**src/hdl/pcm_sample_playback_mixer_16ch_unit_defines.svh**
```systemverilog
// Assertion macros shared by the PCM playback mixer RTL.
`ifndef PCM_SAMPLE_PLAYBACK_MIXER_16CH_UNIT_DEFINES_SVH
`define PCM_SAMPLE_PLAYBACK_MIXER_16CH_UNIT_DEFINES_SVH

// Condition must hold in the same cycle as the trigger.
`define PCMMIX_ASSERT_NOW(label, clk, rst_n, ante, cons, msg) \
    label: assert property (@(posedge clk) disable iff (!rst_n) (ante) |-> (cons)) \
        else $error(msg);

// Condition must hold in the cycle after the trigger.
`define PCMMIX_ASSERT_NEXT(label, clk, rst_n, ante, cons, msg) \
    label: assert property (@(posedge clk) disable iff (!rst_n) (ante) |=> (cons)) \
        else $error(msg);

`endif

```
**src/hdl/pcmmix_pkg.sv**
```systemverilog
// Shared types, constants and helpers of the PCM playback mixer.
`default_nettype none

package pcmmix_pkg;

    // Parameter defaults
    localparam int SAMPLE_ADDR_BITS_DEF = 20;
    localparam int CHANNELS_DEF         = 16;
    localparam int CHANNELS_MAX         = 16;

    // Register RAM organized as 256 rows of 8 byte lanes
    localparam int REG_ADDR_W  = 11;
    localparam int ROW_BYTES   = 8;
    localparam int LANE_W      = 3;
    localparam int ROW_IDX_W   = REG_ADDR_W - LANE_W;
    localparam int REG_ROWS    = 1 << ROW_IDX_W;
    localparam int HI_ROW_BASE = 'h80 / ROW_BYTES;
    localparam logic [7:0] RAM_RESET_BYTE = 8'hFF;

    // Byte lanes in a channel's low row (offset 8*ch)
    localparam int LANE_VOL_L    = 2;
    localparam int LANE_VOL_R    = 3;
    localparam int LANE_ADDR_MID = 4;
    localparam int LANE_ADDR_HI  = 5;
    localparam int LANE_END      = 6;
    localparam int LANE_DELTA    = 7;
    // Byte lanes in a channel's high row (offset 0x80 + 8*ch)
    localparam int LANE_LOOP_LO  = 4;
    localparam int LANE_LOOP_HI  = 5;
    localparam int LANE_FLAGS    = 6;

    localparam int FLAG_BIT_STOP   = 0;
    localparam int FLAG_BIT_NOLOOP = 1;

    // Payload widths
    localparam int ROM_ADDR_W = 20;
    localparam int STEP_W     = 20;
    localparam int SHIFT_W    = 5;
    localparam int MASK_W     = 8;
    localparam int CH_ADDR_W  = 24;
    localparam int Q_FRAC     = 16;
    localparam int STEP_PROD_W = 8 + STEP_W;

    // Configuration
    localparam int CFG_IDX_W = 2;
    localparam logic [CFG_IDX_W-1:0] CFG_UPDATE_STEP = 2'd0;
    localparam logic [CFG_IDX_W-1:0] CFG_BANK_SHIFT  = 2'd1;
    localparam logic [CFG_IDX_W-1:0] CFG_BANK_MASK   = 2'd2;
    localparam logic [STEP_W-1:0]  STEP_RST  = 20'h10000;
    localparam logic [SHIFT_W-1:0] SHIFT_RST = 5'd16;
    localparam logic [MASK_W-1:0]  MASK_RST  = 8'd112;

    typedef enum logic [1:0] {
        OP_REG_WR   = 2'd0,
        OP_REG_RD   = 2'd1,
        OP_TICK     = 2'd2,
        OP_ROM_LOAD = 2'd3
    } op_t;

    localparam logic KIND_READ   = 1'b0;
    localparam logic KIND_SAMPLE = 1'b1;

    // Mixing arithmetic
    localparam logic [7:0] SAMPLE_BIAS = 8'h80;
    localparam int SMP_W  = 9;
    localparam int MUL_W  = 2 * SMP_W;
    localparam int PROD_W = 17;
    localparam int SUM_W  = PROD_W + $clog2(CHANNELS_MAX) + 1;
    localparam logic signed [SUM_W-1:0] SUM_MAX = SUM_W'(32767);
    localparam logic signed [SUM_W-1:0] SUM_MIN = -SUM_W'(32768);
    localparam logic signed [15:0] OUT_MAX = 16'sh7FFF;
    localparam logic signed [15:0] OUT_MIN = 16'sh8000;

    typedef logic [ROW_BYTES-1:0][7:0] row_t;

    typedef struct packed {
        logic                 en;
        logic [ROW_IDX_W-1:0] row;
    } ram_rd_t;

    typedef struct packed {
        logic                 en;
        logic [ROW_IDX_W-1:0] row;
        logic [ROW_BYTES-1:0] be;
        row_t                 data;
    } ram_wr_t;

    typedef struct packed {
        logic [STEP_W-1:0]  update_step;
        logic [SHIFT_W-1:0] bank_shift;
        logic [MASK_W-1:0]  bank_mask;
    } setup_t;

    typedef struct packed {
        logic busy;
        logic done;
    } voice_stat_t;

    // Saturate a mix sum to 16 bits
    function automatic logic signed [15:0] clamp16(input logic signed [SUM_W-1:0] v);
        logic signed [15:0] r;
        if (v > SUM_MAX) begin
            r = OUT_MAX;
        end else if (v < SUM_MIN) begin
            r = OUT_MIN;
        end else begin
            r = v[15:0];
        end
        return r;
    endfunction

endpackage

`default_nettype wire

```
**src/hdl/pcmmix_voice.sv**
```systemverilog
// Channel pipeline of a tick: register fetch, end/loop check, sample fetch, mix.
`default_nettype none

`include "pcm_sample_playback_mixer_16ch_unit_defines.svh"

module pcmmix_voice #(
    parameter int SAMPLE_ADDR_BITS = pcmmix_pkg::SAMPLE_ADDR_BITS_DEF,
    parameter int CHANNELS         = pcmmix_pkg::CHANNELS_DEF
) (
    input  wire logic                          clk,
    input  wire logic                          rst_n,
    input  wire logic                          start,
    input  wire pcmmix_pkg::setup_t            setup,
    input  wire pcmmix_pkg::row_t              rd_data,
    input  wire logic [7:0]                    smp_data,
    output pcmmix_pkg::ram_rd_t                rd,
    output pcmmix_pkg::ram_wr_t                wr,
    output logic                               smp_rd_en,
    output logic [SAMPLE_ADDR_BITS-1:0]        smp_idx,
    output pcmmix_pkg::voice_stat_t            stat,
    output logic signed [15:0]                 left,
    output logic signed [15:0]                 right
);

    localparam int CH_W = (CHANNELS > 1) ? $clog2(CHANNELS) : 1;
    localparam int RW   = pcmmix_pkg::ROW_IDX_W;
    localparam int AW   = pcmmix_pkg::CH_ADDR_W;

    // Issue sequencer: high row then low row per channel
    logic            busy_reg;
    logic            issue_on_reg;
    logic            issue_ph_reg;
    logic [CH_W-1:0] issue_ch_reg;

    // Stage valids and channel tags
    logic            s1_valid_reg, s2_valid_reg, s3_valid_reg, s4_valid_reg;
    logic [CH_W-1:0] s1_ch_reg, s2_ch_reg, s3_ch_reg;

    // Per-stage payload
    pcmmix_pkg::row_t hi_row_reg;
    logic [AW-1:0]    addr_sel_reg;
    logic [7:0]       vol_l_reg, vol_r_reg;
    logic [pcmmix_pkg::STEP_PROD_W-1:0] step_prod_reg;
    logic             proc_reg, act_reg;
    logic signed [pcmmix_pkg::PROD_W-1:0] prod_l_reg, prod_r_reg;
    logic signed [pcmmix_pkg::SUM_W-1:0]  sum_l_reg, sum_r_reg;

    // Hidden address low byte per channel
    logic [7:0] addr_lo_reg [CHANNELS];

    // Stage C signals
    logic [7:0]                  c_flags, c_end_next, c_flags_new, c_bank;
    logic                        c_proc, c_hit, c_stop, c_reload;
    logic [AW-1:0]               c_addr, c_addr_sel;
    logic [SAMPLE_ADDR_BITS-1:0] c_base;

    // Stage D signals
    logic [AW-1:0]                  d_addr_new;
    logic signed [pcmmix_pkg::SMP_W-1:0] d_smp;
    logic signed [pcmmix_pkg::MUL_W-1:0] d_mul_l, d_mul_r;

    // Register RAM read requests
    always_comb
    begin
        rd.en  = issue_on_reg;
        rd.row = issue_ph_reg ? RW'(issue_ch_reg)
                              : RW'(pcmmix_pkg::HI_ROW_BASE) + RW'(issue_ch_reg);
    end

    // Stage C: end check, loop reload, banked sample index
    always_comb
    begin
        c_flags     = hi_row_reg[pcmmix_pkg::LANE_FLAGS];
        c_proc      = !c_flags[pcmmix_pkg::FLAG_BIT_STOP];
        c_addr      = {rd_data[pcmmix_pkg::LANE_ADDR_HI], rd_data[pcmmix_pkg::LANE_ADDR_MID],
                       addr_lo_reg[s2_ch_reg]};
        c_end_next  = rd_data[pcmmix_pkg::LANE_END] + 8'd1;
        c_hit       = (c_addr[AW-1:16] == c_end_next);
        c_reload    = c_hit && !c_flags[pcmmix_pkg::FLAG_BIT_NOLOOP];
        c_stop      = c_hit && c_flags[pcmmix_pkg::FLAG_BIT_NOLOOP];
        c_addr_sel  = c_reload ? {hi_row_reg[pcmmix_pkg::LANE_LOOP_HI],
                                  hi_row_reg[pcmmix_pkg::LANE_LOOP_LO], 8'h00}
                               : c_addr;
        c_flags_new = c_flags;
        c_flags_new[pcmmix_pkg::FLAG_BIT_STOP] = c_flags[pcmmix_pkg::FLAG_BIT_STOP] | c_stop;
        c_bank      = c_flags & setup.bank_mask;
        c_base      = SAMPLE_ADDR_BITS'(c_bank) << setup.bank_shift;
        smp_idx     = c_base + SAMPLE_ADDR_BITS'(c_addr_sel[AW-1:8]);
        smp_rd_en   = s2_valid_reg && c_proc && !c_stop;
    end

    // Stage D: advance address, scale sample by volumes
    always_comb
    begin
        d_addr_new = act_reg
                   ? addr_sel_reg + AW'(step_prod_reg[pcmmix_pkg::STEP_PROD_W-1:pcmmix_pkg::Q_FRAC])
                   : addr_sel_reg;
        d_smp   = $signed({1'b0, smp_data}) - $signed({1'b0, pcmmix_pkg::SAMPLE_BIAS});
        d_mul_l = d_smp * $signed({1'b0, vol_l_reg});
        d_mul_r = d_smp * $signed({1'b0, vol_r_reg});
    end

    // Write-back: flags from stage C, address bytes from stage D (never together)
    always_comb
    begin
        wr = '0;
        if (s2_valid_reg && c_proc && c_stop) begin
            wr.en   = 1'b1;
            wr.row  = RW'(pcmmix_pkg::HI_ROW_BASE) + RW'(s2_ch_reg);
            wr.be[pcmmix_pkg::LANE_FLAGS]   = 1'b1;
            wr.data[pcmmix_pkg::LANE_FLAGS] = c_flags_new;
        end else if (s3_valid_reg && proc_reg) begin
            wr.en   = 1'b1;
            wr.row  = RW'(s3_ch_reg);
            wr.be[pcmmix_pkg::LANE_ADDR_MID]   = 1'b1;
            wr.be[pcmmix_pkg::LANE_ADDR_HI]    = 1'b1;
            wr.data[pcmmix_pkg::LANE_ADDR_MID] = d_addr_new[15:8];
            wr.data[pcmmix_pkg::LANE_ADDR_HI]  = d_addr_new[AW-1:16];
        end
    end

    // Status and mixed output
    assign stat.busy = busy_reg;
    assign stat.done = busy_reg && !issue_on_reg && !s1_valid_reg && !s2_valid_reg
                       && !s3_valid_reg && !s4_valid_reg;
    assign left  = pcmmix_pkg::clamp16(sum_l_reg);
    assign right = pcmmix_pkg::clamp16(sum_r_reg);

    // Sequencer, pipeline stages and accumulators
    always_ff @(posedge clk or negedge rst_n)
    begin
        if (!rst_n) begin
            busy_reg      <= 1'b0;
            issue_on_reg  <= 1'b0;
            issue_ph_reg  <= 1'b0;
            issue_ch_reg  <= '0;
            s1_valid_reg  <= 1'b0;
            s2_valid_reg  <= 1'b0;
            s3_valid_reg  <= 1'b0;
            s4_valid_reg  <= 1'b0;
            s1_ch_reg     <= '0;
            s2_ch_reg     <= '0;
            s3_ch_reg     <= '0;
            hi_row_reg    <= '0;
            addr_sel_reg  <= '0;
            vol_l_reg     <= '0;
            vol_r_reg     <= '0;
            step_prod_reg <= '0;
            proc_reg      <= 1'b0;
            act_reg       <= 1'b0;
            prod_l_reg    <= '0;
            prod_r_reg    <= '0;
            sum_l_reg     <= '0;
            sum_r_reg     <= '0;
            for (int i = 0; i < CHANNELS; i++) begin
                addr_lo_reg[i] <= 8'h00;
            end
        end else begin
            // issue
            if (start) begin
                busy_reg     <= 1'b1;
                issue_on_reg <= 1'b1;
                issue_ph_reg <= 1'b0;
                issue_ch_reg <= '0;
                sum_l_reg    <= '0;
                sum_r_reg    <= '0;
            end else if (issue_on_reg) begin
                issue_ph_reg <= !issue_ph_reg;
                if (issue_ph_reg) begin
                    if (issue_ch_reg == CH_W'(CHANNELS - 1)) begin
                        issue_on_reg <= 1'b0;
                    end else begin
                        issue_ch_reg <= issue_ch_reg + 1'b1;
                    end
                end
            end else if (stat.done) begin
                busy_reg <= 1'b0;
            end

            // stage B: high row arrives
            s1_valid_reg <= issue_on_reg && !issue_ph_reg;
            s1_ch_reg    <= issue_ch_reg;
            if (s1_valid_reg) begin
                hi_row_reg <= rd_data;
            end
            s2_valid_reg <= s1_valid_reg;
            s2_ch_reg    <= s1_ch_reg;

            // stage C registers
            s3_valid_reg <= s2_valid_reg;
            s3_ch_reg    <= s2_ch_reg;
            if (s2_valid_reg) begin
                addr_sel_reg  <= c_addr_sel;
                vol_l_reg     <= rd_data[pcmmix_pkg::LANE_VOL_L];
                vol_r_reg     <= rd_data[pcmmix_pkg::LANE_VOL_R];
                step_prod_reg <= pcmmix_pkg::STEP_PROD_W'(rd_data[pcmmix_pkg::LANE_DELTA])
                               * pcmmix_pkg::STEP_PROD_W'(setup.update_step);
                proc_reg      <= c_proc;
                act_reg       <= c_proc && !c_stop;
            end

            // stage D: low byte update and products
            if (s3_valid_reg && proc_reg) begin
                addr_lo_reg[s3_ch_reg] <= act_reg ? d_addr_new[7:0] : 8'h00;
            end
            s4_valid_reg <= s3_valid_reg && act_reg;
            prod_l_reg   <= d_mul_l[pcmmix_pkg::PROD_W-1:0];
            prod_r_reg   <= d_mul_r[pcmmix_pkg::PROD_W-1:0];

            // stage E: accumulate
            if (s4_valid_reg) begin
                sum_l_reg <= sum_l_reg + pcmmix_pkg::SUM_W'(prod_l_reg);
                sum_r_reg <= sum_r_reg + pcmmix_pkg::SUM_W'(prod_r_reg);
            end
        end
    end

    // Checks
    `PCMMIX_ASSERT_NOW(a_wr_port_free, clk, rst_n, s2_valid_reg, !s3_valid_reg, "flag and address write-back overlap")
    `PCMMIX_ASSERT_NOW(a_low_row_follows, clk, rst_n, s1_valid_reg, rd.en && rd.row == RW'(s1_ch_reg), "low row read does not follow high row")
    `PCMMIX_ASSERT_NOW(a_mix_in_tick, clk, rst_n, s4_valid_reg, busy_reg, "mix stage active outside a tick")
    `PCMMIX_ASSERT_NEXT(a_done_ends, clk, rst_n, stat.done && !start, !busy_reg, "tick did not end after done")

endmodule

`default_nettype wire

```
**config.mk**
```make
export PLATFORM = sky130hd
export DESIGN_NAME = pcmmix_voice
export DESIGN_NICKNAME = d
export VERILOG_FILES = /design/src/hdl/pcmmix_pkg.sv /design/src/hdl/pcmmix_voice.sv
export VERILOG_INCLUDE_DIRS = /design/src /design/src/hdl
export SDC_FILE = /design/constraint.sdc
export NUM_CORES = 1
export LEC_CHECK = 0
export BUFFER_PORTS_ARGS = -buffer_cell sky130_fd_sc_hd__buf_2
export CAP_MARGIN = 20
export CORE_MARGIN = 2
export CORE_UTILIZATION = 23
export DETAILED_ROUTE_END_ITERATION = 10
export PLACE_DENSITY = 0.5
export SLEW_MARGIN = 20
export SYNTH_ARGS = -nofsm -noshare
export SYNTH_HDL_FRONTEND = slang
export SYNTH_SLANG_ARGS = --single-unit
```
**constraint.sdc**
```tcl
create_clock -name clk -period 8 [get_ports clk]
set_clock_uncertainty 0.15 [all_clocks]
set_input_delay 0.8 -clock clk [delete_from_list [all_inputs] [get_ports clk]]
set_output_delay 0.8 -clock clk [all_outputs]
set_load 0.03 [all_outputs]
```
==> flow_metrics.tcl <==
set metrics [dict create \
    grt-ovfl-total 0 \
    initial_utilization 0.232 \
    cts_made_buffers 40 \
    violations "hold timing" \
    cp_num_cells 18 \
    cts_buffer_depth 3 \
    grt_antenna_before_repair 8 \
    grt_pass1_vias 18900 \
    synth-edff-count 0 \
    clkTransAtPathRegs_ns 0.06 \
    synth_top_cells_by_count "dfrtp_1 (307), inv_1 (266), nand2_1 (244)" \
    vdd_drop_max_uv 224 \
    synth_top_area_share 0.290 \
    ys_ff_latch 307 \
    fin_crit_sh 0.831 \
    maxCapViolCount 0 \
    wl_per_cell_um 16.7 \
    async_flop_share 1.00 \
    area_growth_pct 14.1 \
    insertion_delay_ns 0.58 \
    cp_slowest_cell "or4_1" \
    max_freq_mhz 150 \
    dieArea_um2 118000 \
    hp-class "in -> async" \
    hold_violations 1 \
    syn-cell-area_um2 26500 \
    rsz0062_at_grt "no" \
    fin_area_um2 30200 \
    grt_first_pass_wirelength_um 112000 \
    post_cts_buffers 0 \
    hpwl_um 55800 \
    cts_tree "done" \
    drt_pass1_iterations 5 \
    fp.coreArea_um2 114000 \
    reg2reg_depth 14 \
    yosysSeqAreaShare 0.290 \
    layout_min_cycle_time_ns 6.64 \
    synth_area_leaders "dfrtp_1 (29%), fa_1 (17%), ha_1 (8.7%)" \
    crit_top_cell "a21o_1" \
    power_leakage_uw 0.0142 \
    cts-htree-levels 2 \
    largest_reg_flops 128 \
    synthFlopType "dfrtp_1" \
    fp.dieW_um 343 \
    portBuffers 185 \
    die_y_um 343 \
    avgSynthCellArea_um2 10.1 \
    cp.required_ns 7.05 \
    postRouteAntennaNets 0 \
    gp_congestion 0.829 \
    drt_iter0_drc 778 \
    yosysMostFrequentCell "dfrtp_1" \
    crit_arrival_ns 5.69 \
    via_count 18800 \
    status "complete, but fails checks" \
    layout-drive-gt1-share 0.175 \
    route.detailed.drc 0 \
    utilization 0.265 \
    hold_ws_ns -0.00885 \
    ctsResizeCount 0 \
    grt_max_degree 172 \
    endpoint_kind "primary output" \
    place_area_um2 28800 \
    via_per_inst 4.36 \
    worstMarginPinSlew_ns 1.07 \
    drv_slew 0 \
    max_stage_delay_ns 0.54 \
    clock-sinks 307 \
    yosysUniqueCellTypes 80 \
    power.density_nw_per_um2 324 \
    synthCells 2615 \
    setup_tns_ns 0 \
    ctsHoldBuffers 0 \
    drt-total-wl_um 71700 \
    path_cells "buf_2 > nand3_2 > or4_1 > a211oi_2 > and2b_1 > mux2_2 > ha_1 > fa_1 > a21o_1 > a21oi_1 > o21bai_1 > a211o_1 > and2_1 > a21o_1 > a21o_1 > a21oi_1 > xnor2_1 > buf_2" \
    crit_buf_inv 2 \
    cts_root_buf "clkbuf_16" \
    ioPinCount 253 \
    grt_usage 0.122 \
    path_class "in -> out" \
    crit_family "compound AO/OA/AOI/OAI gates" \
    crit_path_max_fanout 6 \
    start_kind "input port" \
    nNetsFinal 3266 \
    synth_area_leader_cell "dfrtp_1" \
    slew_headroom 0.286 \
    setup_viol 0 \
    fp-row-count 124 \
    ys_warn_count 0 \
]
-- metrics by stage --
| stage | instances | power [µW] | worst slack (ns) | hold slack [ns] |
|---|---|---|---|---|
| 5_1_grt | 4297 | 10800 | 1.02 | 0.0204 |
| 3_3_place_gp | 4224 | 7920 | 1.30 | 0.183 |
| 6_report | 4299 | 9790 | 1.36 | -0.00885 |
| 4_1_cts | 4297 | 9960 | 1.34 | 0.00647 |
| 3_5_place_dp | 4224 | 7970 | 1.36 | 0.185 |
| 2_1_floorplan | 2665 | 6590 | 2.13 | 0.181 |
-- layout make-up --
class / instances / area (µm²)
clock buffer: 56 / 1130
inverter: 268 / 1010
timing repair buffer: 203 / 1080
antenna: 2 / 5.00
fill: 12300 / 84000
clock inverter: 17 / 260
sequential: 307 / 7690
tap: 1512 / 1890
multi-input combinational: 1934 / 17100
-- worst paths after layout --
check	slack (ns)	from	end
setup / recovery	1.36	rd_data[50]	smp_idx[10]
hold reg to reg	0.20	s1_ch_reg[0]	s2_ch_reg[0]
max in group asynchronous	6.23	rst_n	s2_ch_reg[0]
min in group clk	0.20	s1_ch_reg[0]	s2_ch_reg[0]
hold / removal	-0.009	rst_n	prod_l_reg[9]
setup reg to reg	2.93	vol_r_reg[0]	prod_r_reg[16]
-- where the power goes --
group | total [µW] | switching (µW) | internal, µW
Combinational | 5700 | 3280 | 2420
Clock | 1910 | 753 | 1160
Sequential | 2170 | 246 | 1930
-- cell usage in the layout (no fill, tap or decap), types with 19 or more instances in the layout --
cell / synthesis / layout
inv_1: 266 / 266
nor2_1: 96 / 95
xnor2_1: 82 / 82
nand3_1: 29 / 29
clkbuf_16: 0 / 40
mux2_2: 154 / 154
o21ai_0: 142 / 142
nor2b_1: 30 / 30
fa_1: 219 / 219
a22o_1: 19 / 19
mux4_2: 40 / 40
o21a_1: 40 / 40
nand2_1: 244 / 244
a21o_1: 36 / 36
buf_2: 6 / 184
xor2_1: 38 / 38
dfrtp_1: 307 / 304
a21oi_1: 85 / 85
ha_1: 185 / 185
conb_1: 1 / 51
and2_1: 217 / 217
nand2b_1: 26 / 26
nor3_1: 26 / 26
-- per-layer routing --
metal	routed length [µm]	share of wire	GRT usage
met5	47	0.00066	0
met4	1290	0.018	0.0227
met3	5180	0.072	0.0357
met2	32600	0.45	0.194
met1	32600	0.45	0.164
-- kinds of logic (layout without fill, tap and decap cells) --
logic type	count (synthesis)	count (layout)	synth area share
AOI/OAI and AO/OA	417	417	0.103
other	1	53	0.000142
DFF	307	307	0.290
xor gates and xnor gates	120	120	0.0397
muxes	207	207	0.105
and+or+nand+nor	735	735	0.140
buffers and inverters	424	544	0.0693
adders and majority gates	404	404	0.253
Note: power is estimated with default switching activity, not from simulation.
